### src/hdl/ksb_pkg.sv
// ----------------------------------------------------------------------------
// ksb_pkg
// Shared types, scancode constants and the set 1 ascii table for the
// keyboard scancode buffer.
// ----------------------------------------------------------------------------
package ksb_pkg;

  localparam int unsigned RING_DEPTH_DEF = 16;

  typedef enum logic [1:0] {
    REQ_SCAN   = 2'd0,
    REQ_PEEK   = 2'd1,
    REQ_POP    = 2'd2,
    REQ_STATUS = 2'd3
  } req_e;

  typedef enum logic [2:0] {
    OP_MAKE,
    OP_RELEASE,
    OP_PEEK,
    OP_POP,
    OP_STATUS
  } op_e;

  typedef enum logic {
    ST_IDLE,
    ST_READ
  } state_e;

  typedef struct packed {
    op_e        op;
    logic [7:0] code;
  } item_t;

  typedef struct packed {
    logic [15:0] key_word;
    logic        key_available;
    logic [7:0]  shift_status;
    logic [7:0]  hold_status;
    logic        key_dropped;
  } result_t;

  localparam logic [7:0] SC_LSHIFT     = 8'h2a;
  localparam logic [7:0] SC_LSHIFT_REL = 8'haa;
  localparam logic [7:0] SC_RSHIFT     = 8'h36;
  localparam logic [7:0] SC_RSHIFT_REL = 8'hb6;
  localparam logic [7:0] SC_CAPS       = 8'h3a;
  localparam logic [7:0] SC_CAPS_REL   = 8'hba;
  localparam logic [7:0] SC_NUM        = 8'h45;
  localparam logic [7:0] SC_NUM_REL    = 8'hc5;
  localparam logic [7:0] SC_INS        = 8'h52;
  localparam logic [7:0] SC_INS_REL    = 8'hd2;

  // returns {shifted, plain}
  function automatic logic [15:0] ascii_pair(input logic [7:0] code);
    logic [15:0] r;
    case (code)
      8'h02:   r = {8'h21, 8'h31};
      8'h03:   r = {8'h40, 8'h32};
      8'h04:   r = {8'h23, 8'h33};
      8'h05:   r = {8'h24, 8'h34};
      8'h06:   r = {8'h25, 8'h35};
      8'h07:   r = {8'h5e, 8'h36};
      8'h08:   r = {8'h26, 8'h37};
      8'h09:   r = {8'h2a, 8'h38};
      8'h0a:   r = {8'h28, 8'h39};
      8'h0b:   r = {8'h29, 8'h30};
      8'h0c:   r = {8'h5f, 8'h2d};
      8'h0d:   r = {8'h2b, 8'h3d};
      8'h0e:   r = {8'h08, 8'h08};
      8'h0f:   r = {8'h09, 8'h09};
      8'h10:   r = {8'h51, 8'h71};
      8'h11:   r = {8'h57, 8'h77};
      8'h12:   r = {8'h45, 8'h65};
      8'h13:   r = {8'h52, 8'h72};
      8'h14:   r = {8'h54, 8'h74};
      8'h15:   r = {8'h59, 8'h79};
      8'h16:   r = {8'h55, 8'h75};
      8'h17:   r = {8'h49, 8'h69};
      8'h18:   r = {8'h4f, 8'h6f};
      8'h19:   r = {8'h50, 8'h70};
      8'h1a:   r = {8'h7b, 8'h5b};
      8'h1b:   r = {8'h7d, 8'h5d};
      8'h1c:   r = {8'h0d, 8'h0d};
      8'h1e:   r = {8'h41, 8'h61};
      8'h1f:   r = {8'h53, 8'h73};
      8'h20:   r = {8'h44, 8'h64};
      8'h21:   r = {8'h46, 8'h66};
      8'h22:   r = {8'h47, 8'h67};
      8'h23:   r = {8'h48, 8'h68};
      8'h24:   r = {8'h4a, 8'h6a};
      8'h25:   r = {8'h4b, 8'h6b};
      8'h26:   r = {8'h4c, 8'h6c};
      8'h27:   r = {8'h3a, 8'h3b};
      8'h28:   r = {8'h22, 8'h27};
      8'h29:   r = {8'h7e, 8'h60};
      8'h2b:   r = {8'h7c, 8'h5c};
      8'h2c:   r = {8'h5a, 8'h7a};
      8'h2d:   r = {8'h58, 8'h78};
      8'h2e:   r = {8'h43, 8'h63};
      8'h2f:   r = {8'h56, 8'h76};
      8'h30:   r = {8'h42, 8'h62};
      8'h31:   r = {8'h4e, 8'h6e};
      8'h32:   r = {8'h4d, 8'h6d};
      8'h33:   r = {8'h3c, 8'h2c};
      8'h34:   r = {8'h3e, 8'h2e};
      8'h35:   r = {8'h3f, 8'h2f};
      8'h37:   r = {8'h2a, 8'h2a};
      8'h39:   r = {8'h20, 8'h20};
      8'h47:   r = {8'h37, 8'h37};
      default: r = 16'h0000;
    endcase
    return r;
  endfunction

endpackage

### src/hdl/ksb_ram.sv
// ----------------------------------------------------------------------------
// ksb_ram
// Generic single write port, single read port ram with registered read.
// ----------------------------------------------------------------------------
module ksb_ram #(
  parameter int unsigned WIDTH = 16,
  parameter int unsigned DEPTH = 16
) (
  input  logic                     clk_i,
  input  logic                     we_i,
  input  logic [$clog2(DEPTH)-1:0] waddr_i,
  input  logic [WIDTH-1:0]         wdata_i,
  input  logic                     re_i,
  input  logic [$clog2(DEPTH)-1:0] raddr_i,
  output logic [WIDTH-1:0]         rdata_o
);

  logic [WIDTH-1:0] mem [DEPTH];
  logic [WIDTH-1:0] rdata_q;

  always_ff @(posedge clk_i) begin
    if (we_i) begin
      mem[waddr_i] <= wdata_i;
    end
    if (re_i) begin
      rdata_q <= mem[raddr_i];
    end
  end

  assign rdata_o = rdata_q;

endmodule

### src/hdl/ksb_front.sv
// ----------------------------------------------------------------------------
// ksb_front
// Accepts request words, classifies them and holds them in a two-word queue
// for the back end.
// ----------------------------------------------------------------------------
module ksb_front import ksb_pkg::*; (
  input  logic       clk_i,
  input  logic       rst_ni,
  input  logic       push_i,
  output logic       full_o,
  input  logic [1:0] req_type_i,
  input  logic [7:0] scan_byte_i,
  output logic       item_valid_o,
  output item_t      item_o,
  input  logic       item_take_i
);

  item_t      entry_q [2];
  logic       wr_ptr_q, wr_ptr_d;
  logic       rd_ptr_q, rd_ptr_d;
  logic [1:0] count_q, count_d;
  logic       do_push;
  logic       do_pop;
  item_t      cls;

  always_comb begin
    cls.code = scan_byte_i;
    unique case (req_e'(req_type_i))
      REQ_SCAN:   cls.op = scan_byte_i[7] ? OP_RELEASE : OP_MAKE;
      REQ_PEEK:   cls.op = OP_PEEK;
      REQ_POP:    cls.op = OP_POP;
      REQ_STATUS: cls.op = OP_STATUS;
      default:    cls.op = OP_STATUS;
    endcase
  end

  assign full_o       = (count_q == 2'd2);
  assign item_valid_o = (count_q != 2'd0);
  assign item_o       = entry_q[rd_ptr_q];
  assign do_push      = push_i && !full_o;
  assign do_pop       = item_take_i && item_valid_o;

  always_comb begin
    wr_ptr_d = do_push ? !wr_ptr_q : wr_ptr_q;
    rd_ptr_d = do_pop ? !rd_ptr_q : rd_ptr_q;
    count_d  = count_q + 2'(do_push) - 2'(do_pop);
  end

  always_ff @(posedge clk_i or negedge rst_ni) begin
    if (!rst_ni) begin
      wr_ptr_q <= 1'b0;
      rd_ptr_q <= 1'b0;
      count_q  <= 2'd0;
    end else begin
      wr_ptr_q <= wr_ptr_d;
      rd_ptr_q <= rd_ptr_d;
      count_q  <= count_d;
    end
  end

  always_ff @(posedge clk_i) begin
    if (do_push) begin
      entry_q[wr_ptr_q] <= cls;
    end
  end

endmodule

### src/hdl/ksb_back.sv
// ----------------------------------------------------------------------------
// ksb_back
// Carries out classified requests: status bit updates, ascii translation,
// keystroke ring push, peek and pop, and holds the result word.
// ----------------------------------------------------------------------------
module ksb_back import ksb_pkg::*; #(
  parameter int unsigned RING_DEPTH = RING_DEPTH_DEF
) (
  input  logic    clk_i,
  input  logic    rst_ni,
  input  logic    item_valid_i,
  input  item_t   item_i,
  output logic    item_take_o,
  input  logic    result_take_i,
  output logic    result_valid_o,
  output result_t result_o
);

  localparam int unsigned AW = $clog2(RING_DEPTH);
  localparam logic [AW-1:0] LAST_SLOT = AW'(RING_DEPTH - 1);

  localparam int unsigned SH_RSHIFT = 0;
  localparam int unsigned SH_LSHIFT = 1;
  localparam int unsigned SH_NUM    = 5;
  localparam int unsigned SH_CAPS   = 6;
  localparam int unsigned HD_NUM    = 5;
  localparam int unsigned HD_CAPS   = 6;
  localparam int unsigned HD_INS    = 7;

  function automatic logic [AW-1:0] next_slot(input logic [AW-1:0] s);
    return (s == LAST_SLOT) ? '0 : s + 1'b1;
  endfunction

  state_e        state_q, state_d;
  logic [7:0]    shift_q, shift_d;
  logic [7:0]    held_q, held_d;
  logic [AW-1:0] rd_slot_q, rd_slot_d;
  logic [AW-1:0] wr_slot_q, wr_slot_d;
  logic          is_pop_q, is_pop_d;
  logic          out_valid_q, out_valid_d;
  result_t       out_q, out_d;
  logic          out_load;
  logic          out_free;

  logic [7:0]    upd_shift;
  logic [7:0]    upd_held;
  logic          shifted;
  logic [15:0]   pair;
  logic [7:0]    ascii;

  logic          ram_we;
  logic          ram_re;
  logic [15:0]   ram_rdata;

  // status update for a scancode byte
  always_comb begin
    upd_shift = shift_q;
    upd_held  = held_q;
    case (item_i.code)
      SC_LSHIFT:     upd_shift[SH_LSHIFT] = 1'b1;
      SC_LSHIFT_REL: upd_shift[SH_LSHIFT] = 1'b0;
      SC_RSHIFT:     upd_shift[SH_RSHIFT] = 1'b1;
      SC_RSHIFT_REL: upd_shift[SH_RSHIFT] = 1'b0;
      SC_CAPS: begin
        upd_shift[SH_CAPS] = !shift_q[SH_CAPS];
        upd_held[HD_CAPS]  = 1'b1;
      end
      SC_CAPS_REL:   upd_held[HD_CAPS] = 1'b0;
      SC_NUM: begin
        upd_shift[SH_NUM] = !shift_q[SH_NUM];
        upd_held[HD_NUM]  = 1'b1;
      end
      SC_NUM_REL:    upd_held[HD_NUM] = 1'b0;
      SC_INS:        upd_held[HD_INS] = 1'b1;
      SC_INS_REL:    upd_held[HD_INS] = 1'b0;
      default:       ;
    endcase
  end

  assign shifted  = (upd_shift[SH_RSHIFT] || upd_shift[SH_LSHIFT]) ^ upd_shift[SH_CAPS];
  assign pair     = ascii_pair(item_i.code);
  assign ascii    = shifted ? pair[15:8] : pair[7:0];
  assign out_free = !out_valid_q || result_take_i;

  always_comb begin
    state_d     = state_q;
    shift_d     = shift_q;
    held_d      = held_q;
    rd_slot_d   = rd_slot_q;
    wr_slot_d   = wr_slot_q;
    is_pop_d    = is_pop_q;
    item_take_o = 1'b0;
    ram_we      = 1'b0;
    ram_re      = 1'b0;
    out_load    = 1'b0;
    out_d       = '{key_word: 16'h0000, key_available: 1'b0,
                    shift_status: shift_q, hold_status: held_q, key_dropped: 1'b0};
    unique case (state_q)
      ST_IDLE: begin
        if (item_valid_i && out_free) begin
          item_take_o = 1'b1;
          unique case (item_i.op) inside
            OP_MAKE, OP_RELEASE: begin
              shift_d            = upd_shift;
              held_d             = upd_held;
              out_load           = 1'b1;
              out_d.shift_status = upd_shift;
              out_d.hold_status  = upd_held;
              if (item_i.op == OP_MAKE) begin
                if (next_slot(wr_slot_q) == rd_slot_q) begin
                  out_d.key_dropped = 1'b1;
                end else begin
                  ram_we    = 1'b1;
                  wr_slot_d = next_slot(wr_slot_q);
                end
              end
            end
            OP_PEEK, OP_POP: begin
              if (rd_slot_q == wr_slot_q) begin
                out_load = 1'b1;
              end else begin
                ram_re   = 1'b1;
                is_pop_d = (item_i.op == OP_POP);
                state_d  = ST_READ;
              end
            end
            default: out_load = 1'b1;
          endcase
        end
      end
      ST_READ: begin
        out_load            = 1'b1;
        out_d.key_word      = ram_rdata;
        out_d.key_available = 1'b1;
        if (is_pop_q) begin
          rd_slot_d = next_slot(rd_slot_q);
        end
        state_d = ST_IDLE;
      end
      default: state_d = ST_IDLE;
    endcase
    out_valid_d = out_load ? 1'b1 : (result_take_i ? 1'b0 : out_valid_q);
  end

  always_ff @(posedge clk_i or negedge rst_ni) begin
    if (!rst_ni) begin
      state_q     <= ST_IDLE;
      shift_q     <= 8'h00;
      held_q      <= 8'h00;
      rd_slot_q   <= '0;
      wr_slot_q   <= '0;
      is_pop_q    <= 1'b0;
      out_valid_q <= 1'b0;
    end else begin
      state_q     <= state_d;
      shift_q     <= shift_d;
      held_q      <= held_d;
      rd_slot_q   <= rd_slot_d;
      wr_slot_q   <= wr_slot_d;
      is_pop_q    <= is_pop_d;
      out_valid_q <= out_valid_d;
    end
  end

  always_ff @(posedge clk_i) begin
    if (out_load) begin
      out_q <= out_d;
    end
  end

  ksb_ram #(
    .WIDTH (16),
    .DEPTH (RING_DEPTH)
  ) u_ring (
    .clk_i   (clk_i),
    .we_i    (ram_we),
    .waddr_i (wr_slot_q),
    .wdata_i ({item_i.code, ascii}),
    .re_i    (ram_re),
    .raddr_i (rd_slot_q),
    .rdata_o (ram_rdata)
  );

  assign result_valid_o = out_valid_q;
  assign result_o       = out_q;

endmodule

### src/hdl/keyboard_scancode_buffer.sv
// ----------------------------------------------------------------------------
// keyboard_scancode_buffer
// Scancode set 1 keyboard buffer with shift status and a keystroke ring.
// ----------------------------------------------------------------------------
// Requests enter through a two-word queue and each gives exactly one result
// word, in order. Scancode bytes, status reads and a peek or pop on an empty
// ring finish in the back end as they are taken, so they run at one word per
// clock while the result is popped every clock; a peek or pop that finds a key
// also passes a read state, set by the registered read port of the keystroke
// ring memory, and no new request is taken before its key is loaded. A request
// passes the queue entry register, then the result register, on its way out.
// The ring holds RING_DEPTH - 1 keystrokes; a make code that finds it full is
// dropped and flagged. Ring entries need no clearing after reset.
module keyboard_scancode_buffer import ksb_pkg::*; #(
  parameter int unsigned RING_DEPTH = RING_DEPTH_DEF
) (
  input  logic        clk_i,
  input  logic        rst_ni,
  input  logic        push,
  output logic        full,
  input  logic [1:0]  req_type_i,
  input  logic [7:0]  scan_byte_i,
  output logic        empty,
  input  logic        pop,
  output logic [15:0] key_word_o,
  output logic        key_available_o,
  output logic [7:0]  shift_status_o,
  output logic [7:0]  hold_status_o,
  output logic        key_dropped_o
);

  logic    item_valid;
  item_t   item;
  logic    item_take;
  logic    result_valid;
  result_t result;

  ksb_front u_front (
    .clk_i        (clk_i),
    .rst_ni       (rst_ni),
    .push_i       (push),
    .full_o       (full),
    .req_type_i   (req_type_i),
    .scan_byte_i  (scan_byte_i),
    .item_valid_o (item_valid),
    .item_o       (item),
    .item_take_i  (item_take)
  );

  ksb_back #(
    .RING_DEPTH (RING_DEPTH)
  ) u_back (
    .clk_i          (clk_i),
    .rst_ni         (rst_ni),
    .item_valid_i   (item_valid),
    .item_i         (item),
    .item_take_o    (item_take),
    .result_take_i  (pop && result_valid),
    .result_valid_o (result_valid),
    .result_o       (result)
  );

  assign empty           = !result_valid;
  assign key_word_o      = result.key_word;
  assign key_available_o = result.key_available;
  assign shift_status_o  = result.shift_status;
  assign hold_status_o   = result.hold_status;
  assign key_dropped_o   = result.key_dropped;

endmodule

### config.mk
export PLATFORM = sky130hd
export DESIGN_NAME = keyboard_scancode_buffer
export DESIGN_NICKNAME = d
export VERILOG_FILES = /design/src/hdl/ksb_pkg.sv /design/src/hdl/ksb_ram.sv /design/src/hdl/ksb_front.sv /design/src/hdl/ksb_back.sv /design/src/hdl/keyboard_scancode_buffer.sv
export SDC_FILE = /design/constraint.sdc
export NUM_CORES = 1
export LEC_CHECK = 0
export CELL_PAD_IN_SITES_DETAIL_PLACEMENT = 0
export CELL_PAD_IN_SITES_GLOBAL_PLACEMENT = 2
export CORE_MARGIN = 2
export CORE_UTILIZATION = 40
export CTS_BUF_LIST = sky130_fd_sc_hd__clkbuf_16
export DETAILED_ROUTE_END_ITERATION = 7
export DONT_BUFFER_PORTS = 1
export PLACE_DENSITY_LB_ADDON = 0.15
export SETUP_SLACK_MARGIN = 0.02
export SLEW_MARGIN = 25
export SYNTH_ARGS = -nofsm -noshare
export SYNTH_HDL_FRONTEND = slang
export SYNTH_SLANG_ARGS = --single-unit
### constraint.sdc
create_clock -name clk_i -period 4.05 [get_ports clk_i]
set_input_delay 0.2025 -clock clk_i [delete_from_list [all_inputs] [get_ports clk_i]]
set_output_delay 0.2025 -clock clk_i [all_outputs]
set_load 0.1 [all_outputs]
==> metrics.txt, run 1 <==
# TYPE chip_impl_metric gauge
chip_impl_info{name="outcome",value="finished, final reports clean"} 1
chip_impl_metric{name="via_count",unit=""} 7530
chip_impl_metric{name="warnings_synthesis",unit=""} 0
chip_impl_info{name="cts_tree",value="done"} 1
chip_impl_metric{name="postRouteAntennaNets",unit=""} 0
chip_impl_metric{name="r2r_cells",unit=""} 11
chip_impl_metric{name="clock.fmax",unit="MHz"} 290
chip_impl_metric{name="global_route_wire_length_before_repair",unit="um"} 50900
chip_impl_metric{name="synth.ff_latch_count",unit=""} 323
chip_impl_metric{name="detailed_place.area",unit="sq um"} 14800
chip_impl_metric{name="worst_ir_drop_vdd",unit="mV"} 0.537
chip_impl_metric{name="fp.dieArea",unit="sq um"} 36600
chip_impl_metric{name="ctsHtreeMaxLevel",unit=""} 2
chip_impl_metric{name="detail_route.iter0.violations",unit=""} 479
chip_impl_info{name="startpoint_class",value="register"} 1
chip_impl_info{name="hold_path.class",value="primary input to register"} 1
chip_impl_metric{name="numPlacedInstances",unit=""} 1273
chip_impl_metric{name="timing_worst_slew_pin_value",unit="ns"} 0.982
chip_impl_metric{name="areaGrowthSynthToFinish",unit="%"} 14.9
chip_impl_info{name="endpoint_kind",value="register"} 1
chip_impl_metric{name="p_leak",unit="nW"} 5.51
chip_impl_metric{name="timing_hold_violations_final",unit=""} 0
chip_impl_metric{name="synth.lib_cells_used.distinct",unit=""} 82
chip_impl_metric{name="cap_violations",unit=""} 0
chip_impl_info{name="r2r_startpoint",value="u_front.rd_ptr_q"} 1
chip_impl_metric{name="timing.final.max_slew_violations",unit=""} 0
chip_impl_metric{name="synthesized_area_per_cell",unit="sq um"} 17.4
chip_impl_metric{name="post-route-min-period",unit="ns"} 3.45
chip_impl_metric{name="io_pins",unit=""} 50
chip_impl_metric{name="detail_route.first_pass.iterations",unit=""} 4
chip_impl_metric{name="syn_area",unit="sq um"} 14000
chip_impl_metric{name="power.density_cell_area",unit="nW/um^2"} 795
chip_impl_metric{name="stdcell_area",unit="sq um"} 16100
chip_impl_metric{name="num_rows",unit=""} 68
chip_impl_metric{name="design.core.area",unit="sq um"} 34500
chip_impl_metric{name="grt_use_total",unit=""} 0.191
chip_impl_metric{name="final_net_count",unit=""} 904
chip_impl_info{name="hold_worst_path_end",value="u_front.entry_q[0][8]"} 1
chip_impl_metric{name="grt_overflow",unit=""} 0
chip_impl_metric{name="critPathMaxFanout",unit=""} 25
chip_impl_metric{name="clk_latency",unit="ns"} 0.51
chip_impl_metric{name="required_time_of_the_critical_path",unit="ns"} 4.40
chip_impl_metric{name="cts.sinks",unit=""} 323
chip_impl_info{name="worstReg2RegEnd",value="u_back.u_ring.mem[1][1]"} 1
chip_impl_metric{name="grt_start_max_net_pins",unit=""} 65
chip_impl_metric{name="route.detailed.wl_per_inst",unit="um"} 25.2
chip_impl_metric{name="fraction_of_the_cycle_the_final_worst_path_needs",unit=""} 0.851
chip_impl_metric{name="finalSetupViolCount",unit=""} 0
chip_impl_metric{name="detail_route.drc_violations",unit=""} 0
chip_impl_metric{name="clock_skew",unit="ns"} 0.0222
chip_impl_metric{name="cts_buffer_depth",unit=""} 3
chip_impl_metric{name="sum_neg_setup_slack",unit="ns"} 0
chip_impl_metric{name="postSynthCellCount",unit=""} 807
chip_impl_metric{name="post_synthesis_sequential_area_ratio",unit=""} 0.683
chip_impl_metric{name="place.detailed.hpwl",unit="um"} 20800
chip_impl_metric{name="antenna_found_initial",unit=""} 0
chip_impl_metric{name="maxSlewHeadroom",unit=""} 0.345
chip_impl_metric{name="placement.setup.worst_slack",unit="ns"} 0.288
chip_impl_metric{name="initial_core_util",unit=""} 0.407
chip_impl_metric{name="die_height",unit="um"} 191
chip_impl_metric{name="worstHoldPathCells",unit=""} 2
chip_impl_metric{name="routed_wl",unit="um"} 34100
chip_impl_metric{name="final_cell_count_no_fill",unit=""} 1352
chip_impl_metric{name="cts_buffers",unit=""} 36
chip_impl_info{name="synth_flop_cell",value="edfxtp_1"} 1
chip_impl_metric{name="globalplace.congestion",unit=""} 0.884
chip_impl_metric{name="reg2reg_setup_slack",unit="ns"} 0.60
chip_impl_metric{name="fin_ws",unit="ns"} 0.601
chip_impl_info{name="cts_root_buffer",value="clkbuf_16"} 1
chip_impl_metric{name="synth_edf_count",unit=""} 301
chip_impl_metric{name="drive_gt1_frac",unit=""} 0.252
chip_impl_metric{name="final_util",unit=""} 0.467
chip_impl_metric{name="vias_in_the_first_global_route",unit=""} 7937
chip_impl_info{name="worst-setup-path-type",value="register to register"} 1
chip_impl_metric{name="numPortBuffers",unit=""} 0
chip_impl_info{name="grt_setup_unrepaired",value="false"} 1
chip_impl_metric{name="share_of_flip_flops_with_an_asynchronous_set_or_reset",unit=""} 0.0681
chip_impl_info{name="hold_sp",value="req_type_i[1]"} 1
chip_impl_metric{name="vias_per_cell",unit=""} 5.57
chip_impl_metric{name="cts.reportedPaths.clkPinSlew",unit="ns"} 0.06
chip_impl_metric{name="critical_path_arrival",unit="ns"} 3.80
chip_impl_metric{name="chipWidth",unit="um"} 191
==> power by group <==
part / switching, W / internal [W]
clock: 0.00127 / 0.00182
combinational: 0.00249 / 0.00160
sequential: 0.00114 / 0.00451
==> worst max-delay path by stage <==
| stage | startpoint | endpoint | cells after the start |
|---|---|---|---|
| 2_1_floorplan | u_front.rd_ptr_q | u_back.u_ring.mem[0][4] | 11 |
| 3_3_place_gp | u_front.rd_ptr_q | u_back.u_ring.mem[0][3] | 10 |
| 3_5_place_dp | u_front.rd_ptr_q | u_back.u_ring.mem[0][5] | 10 |
| 4_1_cts | u_front.rd_ptr_q | u_back.u_ring.mem[0][5] | 10 |
| 5_1_grt | u_front.rd_ptr_q | u_back.u_ring.mem[6][3] | 10 |
| 6_report | u_front.rd_ptr_q | u_back.u_ring.mem[1][1] | 11 |
==> stage by stage <==
step	hold WS [ns]	total power, W
2_1_floorplan	-0.0931	0.00848
3_3_place_gp	-0.0924	0.00975
3_5_place_dp	-0.0927	0.00980
4_1_cts	0.0521	0.0130
5_1_grt	0.0586	0.0134
6_report	0.0673	0.0128
==> kinds of logic (layout without fill, tap and decap cells) <==
group | count (synthesis) | count (layout) | synth area share
other cells | 1 | 11 | 0.000267
mux | 100 | 100 | 0.142
flops | 323 | 323 | 0.683
fa+ha+maj | 20 | 20 | 0.0178
buf+inv | 75 | 155 | 0.0252
compound gates | 117 | 117 | 0.0606
simple gates | 152 | 152 | 0.0595
xor+xnor | 19 | 19 | 0.0118
==> critical path, stage by stage (launching register included) <==
cell and delay [ns]:
dfrtp_1 0.44, mux2i_1 0.18, inv_2 0.08, buf_4 0.27, ha_1 0.23, buf_4 0.18
o221a_2 0.18, o21ai_0 0.21, nor3_1 0.60, o311ai_1 0.31, o221ai_1 0.33, buf_4 0.27
==> cells in the final DEF (no fill, tap or decap), types with 20 or more instances in the layout <==
cell type,n
ha_1,20
edfxtp_1,301
mux4_2,76
nand2_1,38
a21oi_1,21
clkbuf_16,38
dfrtp_1,20
nor2_1,28
inv_1,26
buf_4,52
==> routing by layer <==
layer  GRT usage  share of wire  vias to the layer above
met4      0.0621          0.027                        0
met3      0.0305          0.038                       61
met1       0.242           0.42                     3933
li1            -              -                     3353
met2       0.336           0.52                      183
met5           0              0                        -
==> registers in the layout, summed over array words and instances, names as in the netlist, 2 cells and up <==
| name | cells |
|---|---|
| u_back.u_ring.mem | 240 |
| u_back.result_o | 24 |
| u_front.entry_q | 22 |
| u_back.u_ring.rdata_o | 15 |
| u_back.rd_slot_q | 4 |
| u_back.shift_q | 4 |
| u_back.wr_slot_q | 4 |
| u_back.held_q | 3 |
| u_front.count_q | 2 |
==> cells in the mapped netlist (4+ instances only) <==
cell type / n / area [sq um]
a21o_1: 4 / 30.0
a21oi_1: 21 / 105
a221oi_1: 5 / 43.8
a22oi_1: 4 / 30.0
a31oi_1: 9 / 56.3
and2_1: 18 / 113
and3_1: 16 / 100
buf_2: 16 / 80.1
buf_4: 10 / 75.1
clkbuf_1: 21 / 78.8
dfrtp_1: 22 / 551
edfxtp_1: 301 / 9040
ha_1: 20 / 250
inv_1: 19 / 71.3
inv_2: 5 / 18.8
mux2_2: 9 / 101
mux2i_1: 10 / 100
mux4_2: 76 / 1710
nand2_1: 38 / 143
nand2b_1: 4 / 25.0
nand3_1: 8 / 40.0
nor2_1: 28 / 105
nor3_1: 13 / 65.1
o211ai_1: 9 / 67.6
o21ai_0: 17 / 85.1
o22ai_1: 7 / 43.8
xnor2_1: 12 / 105
xor2_1: 7 / 61.3
==> area by class of cell <==
type,count,area [sq um]
clock buffer,38,951
tap,455,569
timing repair buffer,67,561
antenna,1,2.50
multi-input combinational,418,4190
clock inverter,26,185
inverter,24,90.1
sequential,323,9590
fill,3033,18400
==> what timing repair did <==
item                                    4_1_cts  5_1_grt
hold buffers                                 14        0
endpoints found under the setup margin        0        0
buffers inserted                              0        0
hold endpoints to repair                     46        0
resized for setup                             0        0
Power figures use the tool's default switching activity.
==> inputs of run 2 (changes only) <==
==> constraint.sdc (replaced) <==
create_clock -name clk_i -period 4.15 [get_ports clk_i]
set_input_delay 0.2075 -clock clk_i [delete_from_list [all_inputs] [get_ports clk_i]]
set_output_delay 0.2075 -clock clk_i [all_outputs]
set_load 0.01 [all_outputs]
==> metrics.txt, run 2 (synthesis gave the netlist of run 1 again) <==
# TYPE chip_impl_metric gauge
chip_impl_info{name="outcome",value="finished, final reports clean"} 1
chip_impl_info{name="r2r_startpoint",value="u_front.rd_ptr_q"} 1
chip_impl_metric{name="worst_ir_drop_vdd",unit="mV"} 0.329
chip_impl_metric{name="timing.final.max_slew_violations",unit=""} 0
chip_impl_metric{name="grt_use_total",unit=""} 0.187
chip_impl_metric{name="postRouteAntennaNets",unit=""} 0
chip_impl_metric{name="grt_overflow",unit=""} 0
chip_impl_metric{name="cts_buffers",unit=""} 36
chip_impl_metric{name="cts_buffer_depth",unit=""} 3
chip_impl_info{name="grt_setup_unrepaired",value="false"} 1
chip_impl_info{name="registers.top_by_ff_count",value="u_back.u_ring.mem"} 1
chip_impl_metric{name="chipWidth",unit="um"} 191
chip_impl_metric{name="vias_per_cell",unit=""} 5.60
chip_impl_metric{name="timing_worst_slew_pin_value",unit="ns"} 0.983
chip_impl_info{name="cts_root_buffer",value="clkbuf_16"} 1
chip_impl_info{name="crit_start",value="u_front.rd_ptr_q"} 1
chip_impl_metric{name="postCtsResizedCells",unit=""} 0
chip_impl_metric{name="num_rows",unit=""} 68
chip_impl_metric{name="drive_gt1_frac",unit=""} 0.249
chip_impl_info{name="layout.cells.most_common",value="edfxtp_1"} 1
chip_impl_metric{name="maxSlewHeadroom",unit=""} 0.344
chip_impl_metric{name="critPathMaxFanout",unit=""} 25
chip_impl_info{name="endpoint_kind",value="register"} 1
chip_impl_info{name="startpoint_class",value="register"} 1
chip_impl_metric{name="final_net_count",unit=""} 902
chip_impl_info{name="worst-setup-path-type",value="register to register"} 1
chip_impl_metric{name="required_time_of_the_critical_path",unit="ns"} 4.51
chip_impl_metric{name="io_pins",unit=""} 50
chip_impl_metric{name="via_count",unit=""} 7558
chip_impl_metric{name="finalSetupViolCount",unit=""} 0
chip_impl_metric{name="fp.dieArea",unit="sq um"} 36600
chip_impl_metric{name="final.hold.worst_slack",unit="ns"} 0.0742
chip_impl_metric{name="hold_buffers",unit=""} 13
chip_impl_info{name="cts_tree",value="done"} 1
chip_impl_info{name="hold_path.class",value="primary input to register"} 1
chip_impl_info{name="layout_common_cells",value="edfxtp_1 (301), mux4_2 (76), buf_4 (51)"} 1
chip_impl_info{name="cp-endpoint",value="u_back.u_ring.mem[4][1]"} 1
chip_impl_metric{name="place.detailed.hpwl",unit="um"} 20500
chip_impl_metric{name="grt_start_max_net_pins",unit=""} 65
chip_impl_metric{name="post-route-min-period",unit="ns"} 3.37
chip_impl_metric{name="detail_route.drc_violations",unit=""} 0
chip_impl_metric{name="design.core.area",unit="sq um"} 34500
chip_impl_metric{name="sum_neg_setup_slack",unit="ns"} 0
chip_impl_metric{name="numPortBuffers",unit=""} 0
chip_impl_metric{name="r2r_cells",unit=""} 10
chip_impl_metric{name="timing_hold_violations_final",unit=""} 0
chip_impl_metric{name="die_height",unit="um"} 191
chip_impl_metric{name="final_cell_count_no_fill",unit=""} 1349
chip_impl_info{name="worstReg2RegEnd",value="u_back.u_ring.mem[4][1]"} 1
chip_impl_metric{name="areaGrowthSynthToFinish",unit="%"} 14.1
chip_impl_metric{name="reg2reg_setup_slack",unit="ns"} 0.78
chip_impl_metric{name="cts.reportedPaths.clkPinSlew",unit="ns"} 0.06
chip_impl_metric{name="cts_setup_buffers",unit=""} 0
chip_impl_metric{name="largest_register_ffs",unit=""} 240
chip_impl_metric{name="global_route_wire_length_before_repair",unit="um"} 50200
chip_impl_metric{name="clk_latency",unit="ns"} 0.52
chip_impl_metric{name="power.density_cell_area",unit="nW/um^2"} 710
chip_impl_metric{name="nFillCells",unit=""} 3047
chip_impl_metric{name="vias_in_the_first_global_route",unit=""} 7755
chip_impl_metric{name="critical_path_arrival",unit="ns"} 3.73
chip_impl_metric{name="clock_skew",unit="ns"} 0.0165
chip_impl_metric{name="detail_route.iter0.violations",unit=""} 722
chip_impl_metric{name="numPlacedInstances",unit=""} 1272
chip_impl_metric{name="detail_route.first_pass.iterations",unit=""} 5
chip_impl_metric{name="routed_wl",unit="um"} 33200
chip_impl_metric{name="antenna_found_initial",unit=""} 0
chip_impl_metric{name="clock.fmax",unit="MHz"} 297
chip_impl_metric{name="globalplace.congestion",unit=""} 0.869
chip_impl_info{name="hold_sp",value="req_type_i[1]"} 1
chip_impl_metric{name="antenna_cells_inserted",unit=""} 0
chip_impl_metric{name="fraction_of_the_cycle_the_final_worst_path_needs",unit=""} 0.811
chip_impl_metric{name="initial_core_util",unit=""} 0.407
chip_impl_metric{name="route.detailed.wl_per_inst",unit="um"} 24.6
chip_impl_metric{name="p_leak",unit="nW"} 5.49
chip_impl_metric{name="ctsHtreeMaxLevel",unit=""} 2
chip_impl_metric{name="cts.sinks",unit=""} 323
chip_impl_metric{name="cap_violations",unit=""} 0
chip_impl_metric{name="final_util",unit=""} 0.464
## run 2: per-stage QoR
step / setup WS [ns] / total power, W / area [sq um]
floorplan: 0.256 / 0.00738 / 14100
global placement: 0.510 / 0.00863 / 14800
detailed placement: 0.815 / 0.00867 / 14800
CTS: 0.814 / 0.0115 / 16000
global route: 0.593 / 0.0120 / 16000
finish: 0.784 / 0.0114 / 16000
## run 2: how the worst min path moves through the flow
stage	cells after the start	to	slack (ns)
global placement	0	u_back.rd_slot_q[2]	-0.09
finish	2	u_front.entry_q[0][8]	0.07
global route	2	u_front.entry_q[1][8]	0.07
floorplan	0	u_back.held_q[5]	-0.09
detailed placement	0	u_back.rd_slot_q[0]	-0.09
CTS	2	u_front.entry_q[0][8]	0.06
## run 2: layout make-up
class                      count  area [sq um]  share of cell area
sequential                   323          9590               0.599
clock buffer                  36           901              0.0562
tap                          455           569              0.0355
timing repair buffer          65           543              0.0339
multi-input combinational    418          4180               0.261
inverter                      24          90.1             0.00562
clock inverter                28           153             0.00952
## run 2: worst max-delay path: stages, from the launching register on
cell and delay, ns:
dfrtp_1 0.44, mux2i_1 0.18, inv_2 0.08, buf_4 0.28, ha_1 0.47, o221a_2 0.27
o21ai_0 0.16, nor3_1 0.41, o311ai_1 0.28, o221ai_1 0.36, buf_4 0.27
## run 2: metal layers
layer / vias up / GRT usage / part of all wire
li1: 3362 / - / -
met1: 3955 / 0.249 / 0.43
met2: 186 / 0.320 / 0.51
met3: 55 / 0.0248 / 0.039
met4: 0 / 0.0553 / 0.024
met5: - / 0 / 0
## run 2: power breakdown
group	switching, W	internal (W)	leakage [nW]
clock	0.00123	0.00159	0.572
combinational	0.00234	0.00155	1.89
sequential	0.000286	0.00440	3.03
total	0.00385	0.00754	5.49
==> inputs of run 3 (changes only) <==
--- a/config.mk
+++ b/config.mk
@@ -5,10 +5,11 @@
 export SDC_FILE = /design/constraint.sdc
 export NUM_CORES = 1
 export LEC_CHECK = 0
+export ABC_AREA = 1
 export CELL_PAD_IN_SITES_DETAIL_PLACEMENT = 0
 export CELL_PAD_IN_SITES_GLOBAL_PLACEMENT = 2
 export CORE_MARGIN = 2
-export CORE_UTILIZATION = 40
+export CORE_UTILIZATION = 39
 export CTS_BUF_LIST = sky130_fd_sc_hd__clkbuf_16
 export DETAILED_ROUTE_END_ITERATION = 7
 export DONT_BUFFER_PORTS = 1
==> constraint.sdc (replaced) <==
create_clock -name clk_i -period 2.8 [get_ports clk_i]
set_input_delay 0.14 -clock clk_i [delete_from_list [all_inputs] [get_ports clk_i]]
set_output_delay 0.14 -clock clk_i [all_outputs]
set_load 0.01 [all_outputs]
==> metrics.txt, run 3 <==
# TYPE chip_impl_metric gauge
chip_impl_info{name="synth.top_cells.by_count",value="edfxtp_1 (301), nand2_1 (228), nor2_1 (156), o21ai_0 (149), nand3_1 (69)"} 1
chip_impl_metric{name="clock_skew",unit="ns"} 0.0261
chip_impl_metric{name="synth.ff_latch_count",unit=""} 323
chip_impl_metric{name="fp.dieArea",unit="sq um"} 38100
chip_impl_metric{name="design.core.area",unit="sq um"} 36300
chip_impl_metric{name="power.density_cell_area",unit="nW/um^2"} 1140
chip_impl_metric{name="final_util",unit=""} 0.458
chip_impl_metric{name="largest_register_ffs",unit=""} 240
chip_impl_metric{name="grt_overflow",unit=""} 0
chip_impl_metric{name="cts.sinks",unit=""} 323
chip_impl_info{name="main_combinational_cell_family_by_area_after_synthesis",value="simple AND/OR/NAND/NOR gates"} 1
chip_impl_info{name="registers.top_by_ff_count",value="u_back.u_ring.mem"} 1
chip_impl_info{name="layout.cells.most_common",value="edfxtp_1"} 1
chip_impl_metric{name="cap_violations",unit=""} 0
chip_impl_info{name="outcome",value="finished, final reports clean"} 1
chip_impl_info{name="grt_setup_unrepaired",value="false"} 1
chip_impl_metric{name="chipWidth",unit="um"} 195
chip_impl_metric{name="cts.reportedPaths.clkPinSlew",unit="ns"} 0.06
chip_impl_metric{name="r2r_cells",unit=""} 14
chip_impl_metric{name="initial_core_util",unit=""} 0.393
chip_impl_metric{name="io_pins",unit=""} 50
chip_impl_metric{name="areaGrowthSynthToFinish",unit="%"} 16.7
chip_impl_metric{name="finalSetupViolCount",unit=""} 0
chip_impl_metric{name="clock.fmax",unit="MHz"} 392
chip_impl_metric{name="syn_area",unit="sq um"} 14300
chip_impl_metric{name="post_synth_xor_area_fraction",unit=""} 0.00552
chip_impl_metric{name="synth_edf_count",unit=""} 301
chip_impl_metric{name="grt_use_total",unit=""} 0.208
chip_impl_metric{name="post-route-min-period",unit="ns"} 2.55
chip_impl_info{name="cp-endpoint",value="u_back.u_ring.mem[4][4]"} 1
chip_impl_metric{name="warnings_synthesis",unit=""} 0
chip_impl_metric{name="share_of_flip_flops_with_an_asynchronous_set_or_reset",unit=""} 0.0681
chip_impl_metric{name="grt_start_max_net_pins",unit=""} 107
chip_impl_metric{name="cts_buffer_depth",unit=""} 3
chip_impl_metric{name="synth_mux_area_frac",unit=""} 0.000789
chip_impl_info{name="endpoint_kind",value="register"} 1
chip_impl_metric{name="post_synth_fa_ha_maj_area_fraction",unit=""} 0.0175
chip_impl_metric{name="worst_ir_drop_vdd",unit="mV"} 0.766
chip_impl_info{name="worstReg2RegEnd",value="u_back.u_ring.mem[4][4]"} 1
chip_impl_metric{name="postSynthCellCount",unit=""} 1259
chip_impl_metric{name="route.detailed.wl_per_inst",unit="um"} 21.2
chip_impl_metric{name="global_route_wire_length_before_repair",unit="um"} 58100
chip_impl_metric{name="antenna_cells_inserted",unit=""} 0
chip_impl_metric{name="critical_path_arrival",unit="ns"} 2.85
chip_impl_metric{name="synth.lib_cells_used.distinct",unit=""} 46
chip_impl_metric{name="final.hold.worst_slack",unit="ns"} 0.0757
chip_impl_metric{name="drive_gt1_frac",unit=""} 0.145
chip_impl_metric{name="cts_buffers",unit=""} 37
chip_impl_metric{name="ctsHtreeMaxLevel",unit=""} 2
chip_impl_metric{name="via_count",unit=""} 9527
chip_impl_metric{name="num_rows",unit=""} 70
chip_impl_metric{name="numPortBuffers",unit=""} 0
chip_impl_metric{name="yosysTopAreaCellShare",unit=""} 0.633
chip_impl_metric{name="detail_route.iter0.violations",unit=""} 625
chip_impl_metric{name="antenna_found_initial",unit=""} 0
chip_impl_metric{name="timing_worst_slew_pin_value",unit="ns"} 0.842
chip_impl_info{name="hold_path.class",value="primary input to asynchronous set/reset pin"} 1
chip_impl_info{name="synthTopCellsByArea",value="edfxtp_1 (63%), nand2_1 (6.0%), o21ai_0 (5.2%)"} 1
chip_impl_metric{name="detail_route.first_pass.iterations",unit=""} 5
chip_impl_metric{name="fraction_of_the_mapped_netlist_area_in_simple_logic_gates",unit=""} 0.161
chip_impl_info{name="synth_flop_cell",value="edfxtp_1"} 1
chip_impl_metric{name="clk_latency",unit="ns"} 0.56
chip_impl_info{name="synth.largest_area_cell",value="edfxtp_1"} 1
chip_impl_metric{name="die_height",unit="um"} 195
chip_impl_info{name="cts_root_buffer",value="clkbuf_16"} 1
chip_impl_metric{name="routed_wl",unit="um"} 38600
chip_impl_info{name="startpoint_class",value="register"} 1
chip_impl_metric{name="nFillCells",unit=""} 3349
chip_impl_metric{name="timing.final.max_slew_violations",unit=""} 0
chip_impl_metric{name="timing_hold_violations_final",unit=""} 0
chip_impl_metric{name="vias_in_the_first_global_route",unit=""} 9266
chip_impl_metric{name="reg2reg_setup_slack",unit="ns"} 0.25
chip_impl_info{name="crit_start",value="u_front.rd_ptr_q"} 1
chip_impl_metric{name="sum_neg_setup_slack",unit="ns"} 0
chip_impl_metric{name="maxSlewHeadroom",unit=""} 0.436
chip_impl_metric{name="globalplace.congestion",unit=""} 0.877
chip_impl_info{name="layout_common_cells",value="edfxtp_1 (301), nand2_1 (225), nor2_1 (154)"} 1
chip_impl_metric{name="vias_per_cell",unit=""} 5.23
chip_impl_metric{name="postRouteAntennaNets",unit=""} 0
chip_impl_info{name="worst-setup-path-type",value="register to register"} 1
chip_impl_info{name="r2r_startpoint",value="u_front.rd_ptr_q"} 1
chip_impl_metric{name="p_leak",unit="nW"} 6.21
chip_impl_metric{name="detail_route.drc_violations",unit=""} 0
chip_impl_metric{name="place.detailed.hpwl",unit="um"} 24800
chip_impl_metric{name="synthesized_area_per_cell",unit="sq um"} 11.3
chip_impl_metric{name="post_synthesis_sequential_area_ratio",unit=""} 0.672
chip_impl_metric{name="fraction_of_the_cycle_the_final_worst_path_needs",unit=""} 0.911
chip_impl_info{name="most_frequent_cell_after_synthesis",value="edfxtp_1"} 1
chip_impl_info{name="cts_tree",value="done"} 1
chip_impl_metric{name="required_time_of_the_critical_path",unit="ns"} 3.10
chip_impl_metric{name="compound_cell_area_share_of_the_yosys_netlist",unit=""} 0.0987
chip_impl_metric{name="final_net_count",unit=""} 1364
chip_impl_metric{name="critPathMaxFanout",unit=""} 16
run 3: cell types whose count changed after synthesis, moves of 16 or more:
cell / before / now
mux4_2: 76 / 0
clkbuf_1: 21 / 43
nand2_2: 0 / 23
and2_1: 18 / 0
o22ai_1: 7 / 40
nand3_1: 8 / 69
inv_1: 19 / 62
nand2_1: 38 / 228
o221ai_1: 2 / 22
o21ai_0: 17 / 149
nor2_1: 28 / 156
and3_1: 16 / 0
run 3: how the worst min path moves through the flow:
| stage | slack, ns | from | cells past startpoint | endpoint |
|---|---|---|---|---|
| 2_1_floorplan | -0.16 | rst_ni | 0 | u_back.held_q[5] |
| 3_3_place_gp | -0.15 | rst_ni | 0 | u_back.shift_q[5] |
| 3_5_place_dp | -0.15 | rst_ni | 0 | u_back.shift_q[5] |
| 4_1_cts | 0.06 | rst_ni | 2 | u_front.rd_ptr_q |
| 5_1_grt | 0.09 | rst_ni | 2 | u_front.rd_ptr_q |
| 6_report | 0.08 | rst_ni | 2 | u_front.rd_ptr_q |
run 3: through the flow:
stage | cells | area, sq um | total power [W] | setup WS (ns)
5_1_grt | 1823 | 16600 | 0.0202 | 0.0239
6_report | 1823 | 16600 | 0.0190 | 0.249
2_1_floorplan | 1268 | 14300 | 0.0117 | 0.168
3_5_place_dp | 1744 | 15300 | 0.0146 | 0.0517
3_3_place_gp | 1744 | 15300 | 0.0146 | 0.121
4_1_cts | 1822 | 16600 | 0.0192 | 0.0790
run 3: power by group:
group / switching [W] / internal (W)
clock: 0.00189 / 0.00264
combinational: 0.00505 / 0.00224
sequential: 0.000428 / 0.00679
total: 0.00737 / 0.0117
run 3: worst max-delay path, cell delays in order, from the launching register on:
cell and delay [ns]:
dfrtp_2 0.46, buf_4 0.19, nand2_1 0.06, nand2_1 0.14
buf_4 0.19, ha_1 0.21, inv_1 0.10, nand3_1 0.10
a31oi_1 0.28, nand3_1 0.12, nand2_1 0.08, nor2_1 0.05
nand2_1 0.08, o21ai_2 0.07, buf_12 0.15
run 3: kinds of logic after synthesis:
| logic type | after synthesis |
|---|---|
| simple gates | 519 |
| flops | 323 |
| compound gates | 243 |
| buf+inv | 143 |
| fa+ha+maj | 20 |
| xor+xnor | 9 |
| other cells | 1 |
| mux | 1 |
run 3: repair_timing:
item	CTS	global route
buffers inserted	0	1
pin swaps	0	1
endpoints found under the hold margin	47	0
hold buffers	14	0
endpoints found under the setup margin	16	80
resized for setup	1	5
run 3: layout make-up:
cell class | instances | area (sq um) | area share
Sequential cell | 323 | 9600 | 0.576
Clock buffer | 38 | 951 | 0.0571
Clock inverter | 26 | 184 | 0.0110
Inverter | 70 | 274 | 0.0165
Multi-Input combinational cell | 802 | 4110 | 0.247
Tap cell | 468 | 586 | 0.0352
Timing Repair Buffer | 96 | 953 | 0.0573
run 3: routing by layer:
metal / up-vias / track usage / share of wire
met5: - / 0 / 0
met4: 0 / 0.0752 / 0.029
met3: 63 / 0.0278 / 0.040
met2: 234 / 0.344 / 0.48
met1: 4643 / 0.281 / 0.45
li1: 4587 / - / -
